### config.mk
export PLATFORM = sky130hd
export DESIGN_NAME = flash_command_sequencer
export DESIGN_NICKNAME = d
export VERILOG_FILES = /design/src/design/fcs_pkg.sv /design/src/design/fcs_cmd_fsm.sv /design/src/design/flash_command_sequencer.sv
export SDC_FILE = /design/constraint.sdc
export NUM_CORES = 1
export LEC_CHECK = 0
export BUFFER_PORTS_ARGS = -buffer_cell sky130_fd_sc_hd__buf_2
export CAP_MARGIN = 10
export CORE_ASPECT_RATIO = 1.4
export CORE_MARGIN = 5
export CORE_UTILIZATION = 49
export CTS_CLUSTER_DIAMETER = 200
export DETAILED_ROUTE_END_ITERATION = 12
export GPL_ROUTABILITY_DRIVEN = 0
export PLACE_DENSITY_LB_ADDON = 0.3
export SLEW_MARGIN = 0
export SYNTH_ARGS = -nofsm -noshare
export SYNTH_HDL_FRONTEND = slang
export SYNTH_SLANG_ARGS = --single-unit
### constraint.sdc
create_clock -name clock -period 3.7 [get_ports clock]
set_input_delay 0.185 -clock clock [delete_from_list [all_inputs] [get_ports clock]]
set_output_delay 0.185 -clock clock [all_outputs]
set_load 0.005 [all_outputs]
### src/design/fcs_pkg.sv
// fcs_pkg: types, command codes and the ID/CFI table for the flash command sequencer.
// No dependencies; imported by every module of the block.
package fcs_pkg;

   localparam int ADDR_BITS = 21;

   typedef logic [ADDR_BITS-1:0] addr_type;

   typedef enum logic [0:0] {
      FUNC_READ  = 1'b0,
      FUNC_WRITE = 1'b1
   } func_type;

   typedef enum logic [2:0] {
      ACT_NONE   = 3'd0,
      ACT_READ   = 3'd1,
      ACT_ID     = 3'd2,
      ACT_PROG   = 3'd3,
      ACT_CHIP   = 3'd4,
      ACT_SECTOR = 3'd5,
      ACT_BLOCK  = 3'd6
   } action_type;

   typedef enum logic [1:0] {
      MODE_READ_ARRAY = 2'd0,
      MODE_PROG_ARMED = 2'd1,
      MODE_SW_ID      = 2'd2,
      MODE_CFI        = 2'd3
   } cmd_mode_type;

   typedef enum logic [2:0] {
      CYC0 = 3'd0,
      CYC1 = 3'd1,
      CYC2 = 3'd2,
      CYC3 = 3'd3,
      CYC4 = 3'd4,
      CYC5 = 3'd5
   } unlock_type;

   typedef struct packed {
      func_type   func;
      addr_type   addr;
      logic [7:0] wdata;
   } req_type;

   typedef struct packed {
      action_type action;
      addr_type   target_addr;
      logic [7:0] data_out;
   } rsp_type;

   localparam addr_type CMD_ADDR1   = ADDR_BITS'('h5555);
   localparam addr_type CMD_ADDR2   = ADDR_BITS'('h2aaa);
   localparam addr_type SECTOR_MASK = ~ADDR_BITS'('hfff);
   localparam addr_type BLOCK_MASK  = ~ADDR_BITS'('hffff);

   localparam logic [7:0] CMD_UNLOCK1 = 8'haa;
   localparam logic [7:0] CMD_UNLOCK2 = 8'h55;
   localparam logic [7:0] CMD_PROGRAM = 8'ha0;
   localparam logic [7:0] CMD_ERASE   = 8'h80;
   localparam logic [7:0] CMD_SW_ID   = 8'h90;
   localparam logic [7:0] CMD_CFI     = 8'h98;
   localparam logic [7:0] CMD_RESET   = 8'hf0;
   localparam logic [7:0] CMD_CHIP    = 8'h10;
   localparam logic [7:0] CMD_SECTOR  = 8'h30;
   localparam logic [7:0] CMD_BLOCK   = 8'h50;

   localparam int ID_TABLE_LEN = 53;

   localparam logic [7:0] ID_TABLE [ID_TABLE_LEN] = '{
      8'hbf, 8'h01, 8'h00, 8'h00, 8'h00, 8'h00, 8'h00, 8'h00,
      8'h00, 8'h00, 8'h00, 8'h00, 8'h00, 8'h00, 8'h00, 8'h00,
      8'h51, 8'h52, 8'h59, 8'h01, 8'h07, 8'h00, 8'h00, 8'h00,
      8'h00, 8'h00, 8'h00, 8'h27, 8'h36, 8'h00, 8'h00, 8'h04,
      8'h00, 8'h04, 8'h06, 8'h01, 8'h00, 8'h01, 8'h01, 8'h15,
      8'h00, 8'h00, 8'h00, 8'h00, 8'h02, 8'hff, 8'h01, 8'h10,
      8'h00, 8'h1f, 8'h00, 8'h00, 8'h01
   };

   localparam int ID_IDX_BITS = $clog2(ID_TABLE_LEN);

   // ID/CFI byte; zero past the end of the table
   function automatic logic [7:0] id_byte(input addr_type a);
      logic [7:0] b;
      b = 8'h00;
      if (a < addr_type'(ID_TABLE_LEN)) begin
         b = ID_TABLE[a[ID_IDX_BITS-1:0]];
      end
      return b;
   endfunction

endpackage

### src/design/fcs_cmd_fsm.sv
// fcs_cmd_fsm: mode and unlock-cycle state machine plus per-access result decode.
// Depends on fcs_pkg.
module fcs_cmd_fsm
   import fcs_pkg::*;
(
   input  logic    clock,
   input  logic    reset,
   input  logic    step,
   input  req_type item,
   output rsp_type result
);

   cmd_mode_type mode_ff, mode_in;
   unlock_type   cyc_ff, cyc_in;

   always_ff @(posedge clock) begin
      if (reset) begin
         mode_ff <= MODE_READ_ARRAY;
         cyc_ff  <= CYC0;
      end else if (step) begin
         mode_ff <= mode_in;
         cyc_ff  <= cyc_in;
      end
   end

   always_comb begin
      mode_in            = mode_ff;
      cyc_in             = cyc_ff;
      result.action      = ACT_NONE;
      result.target_addr = '0;
      result.data_out    = 8'h00;

      if (item.func == FUNC_READ) begin
         result.target_addr = item.addr;
         if (mode_ff == MODE_READ_ARRAY || mode_ff == MODE_PROG_ARMED) begin
            result.action = ACT_READ;
         end else begin
            result.action   = ACT_ID;
            result.data_out = id_byte(item.addr);
         end
      end else begin
         unique case (cyc_ff)
            CYC0: begin
               if (item.addr == CMD_ADDR1 && item.wdata == CMD_UNLOCK1) begin
                  cyc_in = CYC1;
               end else if (item.wdata == CMD_RESET) begin
                  mode_in = MODE_READ_ARRAY;
               end
            end
            CYC1, CYC4: begin
               if (item.addr == CMD_ADDR2 && item.wdata == CMD_UNLOCK2) begin
                  cyc_in = (cyc_ff == CYC1) ? CYC2 : CYC5;
               end
            end
            CYC2: begin
               if (item.addr == CMD_ADDR1) begin
                  priority if (item.wdata == CMD_PROGRAM) begin
                     mode_in = MODE_PROG_ARMED;
                     cyc_in  = CYC3;
                  end else if (item.wdata == CMD_ERASE) begin
                     cyc_in = CYC3;
                  end else if (item.wdata == CMD_SW_ID) begin
                     mode_in = MODE_SW_ID;
                     cyc_in  = CYC0;
                  end else if (item.wdata == CMD_CFI) begin
                     mode_in = MODE_CFI;
                     cyc_in  = CYC0;
                  end else if (item.wdata == CMD_RESET) begin
                     mode_in = MODE_READ_ARRAY;
                     cyc_in  = CYC0;
                  end else begin
                     cyc_in = cyc_ff;
                  end
               end
            end
            CYC3: begin
               if (mode_ff == MODE_PROG_ARMED) begin
                  result.action      = ACT_PROG;
                  result.target_addr = item.addr;
                  result.data_out    = item.wdata;
                  mode_in            = MODE_READ_ARRAY;
                  cyc_in             = CYC0;
               end else if (item.addr == CMD_ADDR1 && item.wdata == CMD_UNLOCK1) begin
                  cyc_in = CYC4;
               end
            end
            CYC5: begin
               // chip erase needs the command address; sector/block take any
               if (item.wdata == CMD_CHIP) begin
                  if (item.addr == CMD_ADDR1) begin
                     result.action = ACT_CHIP;
                  end
               end else if (item.wdata == CMD_SECTOR) begin
                  result.action      = ACT_SECTOR;
                  result.target_addr = item.addr & SECTOR_MASK;
               end else if (item.wdata == CMD_BLOCK) begin
                  result.action      = ACT_BLOCK;
                  result.target_addr = item.addr & BLOCK_MASK;
               end
               mode_in = MODE_READ_ARRAY;
               cyc_in  = CYC0;
            end
            default: begin
               cyc_in = CYC0;
            end
         endcase
      end
   end

endmodule

### src/design/flash_command_sequencer.sv
// Parallel NOR flash command interface: one bus access in, one result out per item.
// Accepts an item every cycle while req_stall is low; each result passes through the
// input register, command decode and result register. Stalls on the result side hold the
// result register and, once both registers are full, raise req_stall in the same cycle.
// Reads in read-array or program-armed mode ask for an array read; in ID or CFI mode they
// return the built-in table byte (0 past its end). Writes walk the JEDEC unlock cycles and
// issue byte program, chip, sector (4 KiB) or block (64 KiB) erase. No memory, no clearing
// pass: the block is ready right after reset. Depends on fcs_pkg and fcs_cmd_fsm.
module flash_command_sequencer
   import fcs_pkg::*;
(
   input  logic    clock,
   input  logic    reset,

   input  logic    req_valid,
   output logic    req_stall,
   input  req_type req_item,

   output logic    rsp_valid,
   input  logic    rsp_stall,
   output rsp_type rsp_item
);

   // input register
   logic    in_valid_ff, in_valid_in;
   req_type in_item_ff;

   // result register
   logic    out_valid_ff, out_valid_in;
   rsp_type out_item_ff;

   logic    advance;    // decode stage hands its item to the result register
   logic    step;       // an item is decoded this cycle, state moves
   rsp_type decoded;

   // result register can load when empty or being drained
   assign advance   = !out_valid_ff || !rsp_stall;
   assign step      = in_valid_ff && advance;
   // input register is free when empty or moving on
   assign req_stall = in_valid_ff && !advance;

   assign in_valid_in  = req_valid ? 1'b1 : (in_valid_ff && !advance);
   assign out_valid_in = advance ? in_valid_ff : out_valid_ff;

   always_ff @(posedge clock) begin
      if (reset) begin
         in_valid_ff  <= 1'b0;
         out_valid_ff <= 1'b0;
      end else begin
         // a new item only arrives when req_stall is low
         in_valid_ff  <= req_stall ? in_valid_ff : in_valid_in;
         out_valid_ff <= out_valid_in;
      end
   end

   always_ff @(posedge clock) begin
      if (req_valid && !req_stall) begin
         in_item_ff <= req_item;
      end
      if (step) begin
         out_item_ff <= decoded;
      end
   end

   // command state machine and result decode
   fcs_cmd_fsm u_fsm (
      .clock  (clock),
      .reset  (reset),
      .step   (step),
      .item   (in_item_ff),
      .result (decoded)
   );

   assign rsp_valid = out_valid_ff;
   assign rsp_item  = out_item_ff;

endmodule

==> results.txt, run 1 <==
Status = complete, no violations
Largest net degree at the start of global routing = 34
Mapped Cells = 296
Max Freq = 0.353 GHz
Routed WL = 7450 um
Longest Clk Path Bufs = 2
Cells after DPL = 444
Synth top cells by count = 62 x edfxtp_1, 25 x nor2_1, 24 x nand2_1
Core area = 0.00661 mm^2
Power per cell area = 420 mW/mm^2
GRT Overall Usage = 17.5%
Area Overhead vs Synth = 22.1%
Die Ht = 108 um
Antenna violations before repair = 0
Final Slew Violations = 0
Vias = 2582
R2R depth = 6
Critical Path AT = 3.08 ns
Worst-Skew Late Latency = 0.34 ns
Slew headroom = 41.6%
Top cells by area, synth = edfxtp_1 55%, dfxtp_1 4.2%, o21ai_0 2.8%, nor2_1 2.8%, nand2_1 2.7%
Clock root buffer master = clkbuf_8
Most used DFF post-synth = edfxtp_1
Internal Power = 1.33 mW
Setup Skew = 0.0108 ns
# rows = 35
Post-route DRC = 0
Final Power = 1.72 mW
Ratio of cells with drive above 1 in the final layout = 26.3%
Synthesized area = 0.00336 mm^2
Clock power share = 38.9%
Final min period = 2.83 ns
Synth top area share = 55.4%
CP max FO = 6
Net Sw Frac = 22.6%
Die X = 80.0 um
Fin area = 0.00410 mm^2
CP Capture Type = register
Unrepaired setup endpoints after global routing = false
Drt via density = 5.51
Synth area leader = edfxtp_1
Final setup vio count = 0
Remaining antenna violation count = 0
Worst Hold Depth = 1
Number of max-cap violations = 0
Seq/Total Area, Yosys = 59.6%
Synthesized net count = 336
Cell variety after synth = 56
Io pins = 68
Final Hold Slack = 0.0185 ns
ANT cells = 0
Combinational cell fraction of total power = 7.2%
Yosys Warn Count = 0
Type of origin of the critical path = register
Clock Sinks = 69
Ys async rst share = 0%
H-tree Lvls = 3
Worst-Margin Slew = 0.871 ns
CTS Buf Count = 9
Leakage = 1.53 nW
Post CTS Setup Buffer Count = 0
Final core utilization = 62.0%
TritonCTS clock tree = done
I/O Buffers = 67
Sequential Power Share = 53.8%
Pre-CTS WS = 0.899 ns
Total negative slack = 0 ns
Flops & latches, synth = 69
Crit path required time = 3.95 ns
Initial Util = 50.8%
Period Utilization, post-route = 76.5%
DR iter-0 viols = 247
First-pass DRT Iterations = 5
Most numerous cell in the Yosys netlist = edfxtp_1
Nets = 412
Clock-pin transition on the worst setup and hold timing paths = 0.07 ns
DP HPWL = 5390 um
Peak VDD IR = 0.278 mV
Placed Area = 0.00379 mm^2
Total grt overflow = 0
Mean Syn Cell Area = 11.3 um^2
PnR worst setup slack = 0.869 ns
Final Non-Filler Cells = 469
Total net switching power = 0.390 mW
Die area = 0.00863 mm^2
First-pass GRT wire length = 11400 um
Routed WL per cell = 15.9 um
R2r setup slk = 0.87 ns
Vias in the first global route = 2374
Hold Crit Class = in -> reg
Crit Path Category = reg -> reg
Final hold violations = 0
Post-synth EDFFs = 62
## cell usage in the layout (no fill, tap or decap), types with 3 or more instances in the layout
master         count
nor2b_1           13
dlygate4sd3_1      9
nor3_1             5
o211ai_1           3
nor2_1            25
edfxtp_1          62
a31oi_1            5
clkbuf_8           9
inv_1             11
o21ai_0           19
nand2b_1          11
ha_1               6
nand3_1            8
nand2_1           24
nand4_1            8
nor4_1             5
buf_2             67
dfxtp_1            7
a21oi_1           10
and2_1            12
a311oi_1           3
## worst paths after layout
check	start	endpoint
setup / recovery	in_item_ff[15]	u_fsm.cyc_ff[2]
hold / removal	req_item[10]	in_item_ff[10]
setup reg to reg	in_item_ff[15]	u_fsm.cyc_ff[2]
hold reg to reg	in_valid_ff	rsp_valid
## worst max-delay path, stage by stage (launching register included)
cell and delay (ns):
edfxtp_1 0.41, or4_1 0.55, or4_4 0.51, or3_1 0.43, a21oi_1 0.40, nand3_1 0.22
o41ai_2 0.22
## power by group through the flow
| stage | logic, mW | registers (mW) | clock network (mW) |
|---|---|---|---|
| 3_3_place_gp | 0.117 | 0.943 | 0 |
| 3_5_place_dp | 0.118 | 0.944 | 0 |
| 2_1_floorplan | 0.0741 | 0.928 | 0 |
| 4_1_cts | 0.123 | 0.926 | 0.683 |
| 6_report | 0.125 | 0.927 | 0.670 |
| 5_1_grt | 0.139 | 0.931 | 0.719 |
## logic make-up after synthesis
family / share of synthesized area (%)
AO/OA/AOI/OAI: 13.5
XOR/XNOR: 0.522
adder cells (fa/ha/maj): 2.24
buffers and inverters: 2.68
flip-flops: 59.6
multiplexers: 0.969
AND/OR/NAND/NOR: 20.5
## what timing repair did
item,4_1_cts,5_1_grt
resized for setup,0,0
endpoints found under the hold margin,5,4
hold buffers,5,4
## area by class of cell
class / count / area, um^2
fillers: 536 / 2510
flip-flops and latches: 69 / 2000
multi-input cells: 203 / 1280
repair buffers: 78 / 440
clock buffers: 9 / 124
well taps: 92 / 115
clock inverters: 7 / 98.8
inverters: 11 / 41.3
## per-layer routing
metal	part of all wire (%)	vias to the layer above	wire length [um]	GRT usage (%)
li1	-	1269	-	-
met1	39	1183	2920	21.1
met2	52	119	3860	30.2
met3	7.5	11	559	3.75
met4	1.5	0	109	6.88
met5	0	-	0	0
## registers in the layout, indices dropped and copies added, names as in the netlist
register and cells:
rsp_item 32, in_item_ff 30, u_fsm.cyc_ff 3, u_fsm.mode_ff 2, in_valid_ff 1, rsp_valid 1
(Power assumes the default switching activity.)
==> inputs of run 2 (changes only) <==
--- a/config.mk
+++ b/config.mk
@@ -9,7 +9,7 @@
 export CAP_MARGIN = 10
 export CORE_ASPECT_RATIO = 1.4
 export CORE_MARGIN = 5
-export CORE_UTILIZATION = 49
+export CORE_UTILIZATION = 55
 export CTS_CLUSTER_DIAMETER = 200
 export DETAILED_ROUTE_END_ITERATION = 12
 export GPL_ROUTABILITY_DRIVEN = 0
==> constraint.sdc (replaced) <==
create_clock -name clock -period 3 [get_ports clock]
set_input_delay 0.15 -clock clock [delete_from_list [all_inputs] [get_ports clock]]
set_output_delay 0.15 -clock clock [all_outputs]
set_load 0.005 [all_outputs]
==> run 2 against run 1 <==
Against the previous run:
- clock skew up 0.0012 ns
- non-clock buffer count up 27
- worst setup slack worse by 0.70 ns
- die area down 9.7%
- cell count up 1.3%
- clock power up 38%
- via count up 10%
- critical endpoint is now u_fsm.mode_ff[1]
==> results.txt, run 2 (same netlist as run 1, synthesis figures left out) <==
Total net switching power = 0.505 mW (+30%)
Worst-Skew Late Latency = 0.34 ns (about the same)
Unrepaired setup endpoints after global routing = false
Type of origin of the critical path = register
DR iter-0 viols = 338 (+37%)
Clock Sinks = 69 (unchanged)
Area Overhead vs Synth = 29.8%
CP cell instances = or4_1 -> or4_4 -> or4_4 -> o31a_1 -> a311oi_1 -> a31o_2
Total negative slack = 0 ns (unchanged)
Vias in the first global route = 2767 (+17%)
Most frequent CP cell = or4_4
Status = complete, no violations
Clock root buffer master = clkbuf_8
CTS Buf Count = 9 (unchanged)
Nets = 439 (+6.6%)
Routed WL per cell = 17.7 um (+11%)
Final setup vio count = 0 (unchanged)
Number of max-cap violations = 0 (unchanged)
GRT Overall Usage = 22.1% (+4.6 points)
Post-route DRC = 0 (unchanged)
Final min period = 2.83 ns (+0.00188 ns)
CP max stage cell = or4_1
Antenna violations before repair = 0 (unchanged)
Io pins = 68 (unchanged)
Final hold violations = 0 (unchanged)
Net Sw Frac = 22.4% (-0.22 points)
DP HPWL = 5540 um (+2.9%)
TritonCTS clock tree = done
Worst-Margin Slew = 0.591 ns (-0.280 ns)
Buf/Inv on CP = 0 (unchanged)
Routed WL = 8410 um (+13%)
Ratio of cells with drive above 1 in the final layout = 26.2% (about the same)
Leakage = 1.65 nW (+8.1%)
Final Slew Violations = 0 (unchanged)
# rows = 33 (-5.7%)
CP max FO = 4 (-2)
Peak VDD IR = 0.499 mV (+80%)
Die Ht = 102 um (-5.1%)
Placed Area = 0.00381 mm^2 (+0.46%)
Critical Path AT = 3.12 ns (+0.04 ns)
Initial Util = 56.9% (+6.1 points)
Clock power share = 40.9% (+2.0 points)
Remaining antenna violation count = 0 (unchanged)
Crit Path Category = reg -> reg
Total grt overflow = 0 (unchanged)
H-tree Lvls = 3 (unchanged)
Die area = 0.00779 mm^2 (-9.7%)
I/O Buffers = 67 (unchanged)
Cell family with most CP delay = simple AND/OR/NAND/NOR gates
Longest Clk Path Bufs = 2 (unchanged)
Clock-pin transition on the worst setup and hold timing paths = 0.08 ns (about the same)
Most frequent cells in the layout = 67 x buf_2, 62 x edfxtp_1, 30 x dlygate4sd3_1
Power per cell area = 517 mW/mm^2 (+23%)
Core area = 0.00590 mm^2 (-11%)
Crit path required time = 3.28 ns (-0.67 ns)
Hold Crit Class = in -> reg
Drt via density = 6.00 (+9.0%)
Period Utilization, post-route = 94.4% (+18 points)
Max Freq = 0.353 GHz (about the same)
Combinational cell fraction of total power = 8.8% (+1.6 points)
CP Capture Type = register
Internal Power = 1.75 mW (+31%)
First-pass DRT Iterations = 5 (unchanged)
Sequential Power Share = 50.3% (-3.5 points)
Vias = 2850 (+10%)
Slew headroom = 60.5% (+19 points)
Fin area = 0.00436 mm^2 (+6.3%)
Setup Skew = 0.0119 ns (+0.00116 ns)
Largest net degree at the start of global routing = 33 (-2.9%)
Die X = 76.0 um (-4.9%)
Max FFs per register = 32 (unchanged)
First-pass GRT wire length = 13500 um (+18%)
Leading cell type in the layout, fill and taps excluded = buf_2
Crit path largest cell delay = 0.59 ns (+0.04 ns)
run 2: area by class of cell:
| cell class | count | area [um^2] |
|---|---|---|
| Antenna cell | 1 | 2.50 |
| Clock buffer | 9 | 124 |
| Clock inverter | 7 | 123 |
| Fill cell | 375 | 1550 |
| Inverter | 11 | 41.3 |
| Multi-Input combinational cell | 203 | 1280 |
| Sequential cell | 69 | 2000 |
| Tap cell | 70 | 87.6 |
| Timing Repair Buffer | 105 | 696 |
run 2: worst paths after layout:
path,start,endpoint,slack [ns],depth (start not counted)
max reg2reg,in_item_ff[23],u_fsm.mode_ff[1],0.17,6
max,in_item_ff[23],u_fsm.mode_ff[1],0.17,6
min reg2reg,in_valid_ff,rsp_valid,0.50,2
min,req_valid,in_valid_ff,0.04,3
run 2: through the flow:
| step | utilization [%] | cells | setup slack [ns] | total power, mW | hold slack, ns |
|---|---|---|---|---|---|
| 4_1_cts | 73.6 | 473 | 0.165 | 2.25 | 0.00543 |
| 5_1_grt | 73.8 | 474 | 0.0630 | 2.33 | 0.0740 |
| 6_report | 73.8 | 475 | 0.167 | 2.26 | 0.0408 |
| 3_3_place_gp | 64.5 | 428 | 0.271 | 1.31 | 0.326 |
| 3_5_place_dp | 64.5 | 428 | 0.202 | 1.32 | 0.328 |
| 2_1_floorplan | - | 296 | 0.0480 | 1.24 | 0.249 |
run 2: worst register-to-register path, cell delays in order (launching register included):
cell and delay [ns]:
edfxtp_1 0.43, or4_1 0.59, or4_4 0.45, or4_4 0.57, o31a_1 0.31, a311oi_1 0.28
a31o_2 0.15
run 2: power groups by stage:
| stage | sequential [mW] | clock, mW | combinational [mW] |
|---|---|---|---|
| after floorplan | 1.14 | 0 | 0.0914 |
| after global placement | 1.15 | 0 | 0.158 |
| after detailed placement | 1.15 | 0 | 0.161 |
| after CTS | 1.13 | 0.924 | 0.193 |
| after global routing | 1.14 | 0.978 | 0.215 |
| final | 1.13 | 0.923 | 0.198 |
run 2: routing by layer:
| layer | global-route usage (%) | vias up | share of wire, % |
|---|---|---|---|
| met3 | 7.23 | 39 | 9.7 |
| met2 | 38.3 | 204 | 50 |
| met1 | 24.6 | 1281 | 36 |
| met4 | 10.5 | 0 | 3.7 |
| met5 | 0 | - | 0 |
| li1 | - | 1326 | - |
run 2: timing repair:
| item | in CTS | in global routing |
|---|---|---|
| hold endpoints to repair | 29 | 1 |
| buffers inserted | 0 | 0 |
| hold buffers | 29 | 1 |
| setup endpoints to repair | 0 | 1 |
| resized for setup | 0 | 1 |
==> inputs of run 3 (changes only) <==
--- a/config.mk
+++ b/config.mk
@@ -10,10 +10,10 @@
 export CORE_ASPECT_RATIO = 1.4
 export CORE_MARGIN = 5
 export CORE_UTILIZATION = 55
-export CTS_CLUSTER_DIAMETER = 200
+export CTS_CLUSTER_DIAMETER = 50
 export DETAILED_ROUTE_END_ITERATION = 12
 export GPL_ROUTABILITY_DRIVEN = 0
-export PLACE_DENSITY_LB_ADDON = 0.3
+export PLACE_DENSITY_LB_ADDON = 0.05
 export SLEW_MARGIN = 0
 export SYNTH_ARGS = -nofsm -noshare
 export SYNTH_HDL_FRONTEND = slang
==> run 3 against run 2 <==
Against the previous run:
- clock power shrank 9.5%
- die area is the same
- hold slack got worse by 0.0070 ns
- first-iteration DRC count is 23% lower
- design area decreased by 0.66%
- worst setup slack lost 0.080 ns
- via count is 1.8% lower
- global-route usage fell by 0.40 points
- sequential share of layout area rose by 0.31 points
- flip-flop and latch count unchanged
- register-to-register slack worse by 0.08 ns
- critical path type unchanged
- largest cell class unchanged
==> results.txt, run 3 (same netlist as run 1, synthesis figures left out) <==
Cell family with most CP delay = simple AND/OR/NAND/NOR gates
Setup Skew = 0.0101 ns (-0.00184 ns)
FF-to-FF End = u_fsm.cyc_ff[2]
Ratio of cells with drive above 1 in the final layout = 26.0% (-0.25 points)
Routed WL per cell = 17.2 um (-3.1%)
Most frequent cells in the layout = 67 x buf_2, 62 x edfxtp_1, 30 x dlygate4sd3_1
PnR worst setup slack = 0.0867 ns (-0.0804 ns)
Antenna violations before repair = 0 (unchanged)
Post-route DRC = 0 (unchanged)
Peak VDD IR = 0.317 mV (-37%)
Type of origin of the critical path = register
Buf/Inv on CP = 0 (unchanged)
Clock root buffer master = clkbuf_8
Hold wc startpoint = req_valid
GRT Overall Usage = 21.7% (-0.40 points)
Slew headroom = 50.2% (-10 points)
Final Power = 2.16 mW (-4.1%)
Longest Clk Path Bufs = 2 (unchanged)
R2R depth = 6 (unchanged)
First-pass DRT Iterations = 5 (unchanged)
Critical Path AT = 3.16 ns (+0.04 ns)
Drt via density = 5.90 (-1.6%)
Max FFs per register = 32 (unchanged)
Critical R2R Launch = in_item_ff[15]
Io pins = 68 (unchanged)
DP HPWL = 5670 um (+2.3%)
Number of max-cap violations = 0 (unchanged)
Final Slew Violations = 0 (unchanged)
CTS Buf Count = 9 (unchanged)
CP max FO = 6 (+2)
Routed WL = 8130 um (-3.3%)
Total grt overflow = 0 (unchanged)
Final setup vio count = 0 (unchanged)
Vias in the first global route = 2736 (-1.1%)
Period Utilization, post-route = 97.1% (+2.7 points)
Post CTS Setup Buffer Count = 0 (unchanged)
Area Overhead vs Synth = 28.9%
Final Hold Slack = 0.0337 ns (-0.00702 ns)
WHS Endpoint = in_valid_ff
Crit Path Category = reg -> reg
Final Non-Filler Cells = 474 (-0.21%)
Pre-CTS WS = 0.151 ns (-0.0519 ns)
Hold Crit Class = in -> reg
Nets = 439 (unchanged)
Die Ht = 102 um (unchanged)
Initial Util = 56.9% (unchanged)
Clock Sinks = 69 (unchanged)
ANT cells = 0 (-1)
First-pass GRT wire length = 13200 um (-1.8%)
Cells after DPL = 428 (unchanged)
R2r setup slk = 0.09 ns (-0.08 ns)
Crit path largest cell delay = 0.54 ns (-0.05 ns)
Final min period = 2.91 ns (+0.0804 ns)
CP max stage cell = or4_1
Worst Hold Depth = 3 (unchanged)
Leakage = 1.65 nW (-0.14%)
TritonCTS clock tree = done
Vias = 2798 (-1.8%)
Worst-Skew Late Latency = 0.35 ns (about the same)
Power per cell area = 499 mW/mm^2 (-3.5%)
# rows = 33 (unchanged)
Crit path required time = 3.25 ns (-0.03 ns)
Total negative slack = 0 ns (unchanged)
Core area = 0.00590 mm^2 (unchanged)
Die area = 0.00779 mm^2 (unchanged)
Worst-Margin Slew = 0.744 ns (+0.153 ns)
H-tree Lvls = 3 (unchanged)
Remaining antenna violation count = 0 (unchanged)
DR iter-0 viols = 261 (-23%)
Status = complete, no violations
Largest net degree at the start of global routing = 33 (unchanged)
Die X = 76.0 um (unchanged)
Clock-pin transition on the worst setup and hold timing paths = 0.08 ns (about the same)
CP cell instances = or4_1 -> or4_4 -> or3_1 -> a21oi_1 -> nand3_1 -> o41ai_2
CP Capture Type = register
Leading cell type in the layout, fill and taps excluded = buf_2
Final hold violations = 0 (unchanged)
Unrepaired setup endpoints after global routing = false
Max Freq = 0.343 GHz (-2.8%)
I/O Buffers = 67 (unchanged)
run 3: changes by cell type in the layout (fill, tap and decap cells not counted), sizes merged:
cell / delta
clkinv: +4
clkinvlp: -2
bufinv: -1
diode: -1
inv: -1
run 3: worst max-delay path by stage:
stage                              start               end  slack (ns)  cells after the start
final                     in_item_ff[15]   u_fsm.cyc_ff[2]        0.09                      6
after global routing      in_item_ff[15]   u_fsm.cyc_ff[2]       0.007                      6
after CTS                 in_item_ff[15]   u_fsm.cyc_ff[2]        0.12                      6
after detailed placement  in_item_ff[15]   u_fsm.cyc_ff[2]        0.15                      6
after global placement    in_item_ff[15]  u_fsm.mode_ff[0]        0.27                      6
after floorplan              in_valid_ff  u_fsm.mode_ff[1]        0.05                      5
run 3: where the power goes:
group	switching [mW]	total, mW	internal, mW
sequential	0.0356	1.13	1.10
combinational	0.0975	0.193	0.0950
clock	0.363	0.835	0.471
total	0.496	2.16	1.67
run 3: layer usage:
| layer | up-vias | share of wire, % | track usage, % |
|---|---|---|---|
| met5 | - | 0 | 0 |
| met4 | 0 | 3.2 | 10.1 |
| met3 | 28 | 8.0 | 6.26 |
| met2 | 145 | 50 | 36.6 |
| met1 | 1301 | 38 | 25.7 |
| li1 | 1324 | - | - |
run 3: stage by stage:
stage,area [um^2],utilization [%]
2_1_floorplan,3360,-
6_report,4330,73.3
4_1_cts,4330,73.3
3_3_place_gp,3810,64.5
5_1_grt,4330,73.3
3_5_place_dp,3810,64.5
run 3: what timing repair did:
action                                 4_1_cts  5_1_grt
endpoints found under the hold margin       30        0
gates resized for setup                      0        0
hold buffers                                30        0
run 3: worst min-delay path, delay by kind of cell:
| kind | cells | cell delay (ns) |
|---|---|---|
| simple gates | 2 | 0.11 |
| buf+inv | 1 | 0.09 |
run 3: cell type report:
class	count	area (um^2)
Clock inverter	7	100
Timing Repair Buffer	105	696
Fill cell	411	1570
Multi-Input combinational cell	203	1280
Clock buffer	9	124
Sequential cell	69	2000
Inverter	11	41.3
Tap cell	70	87.6
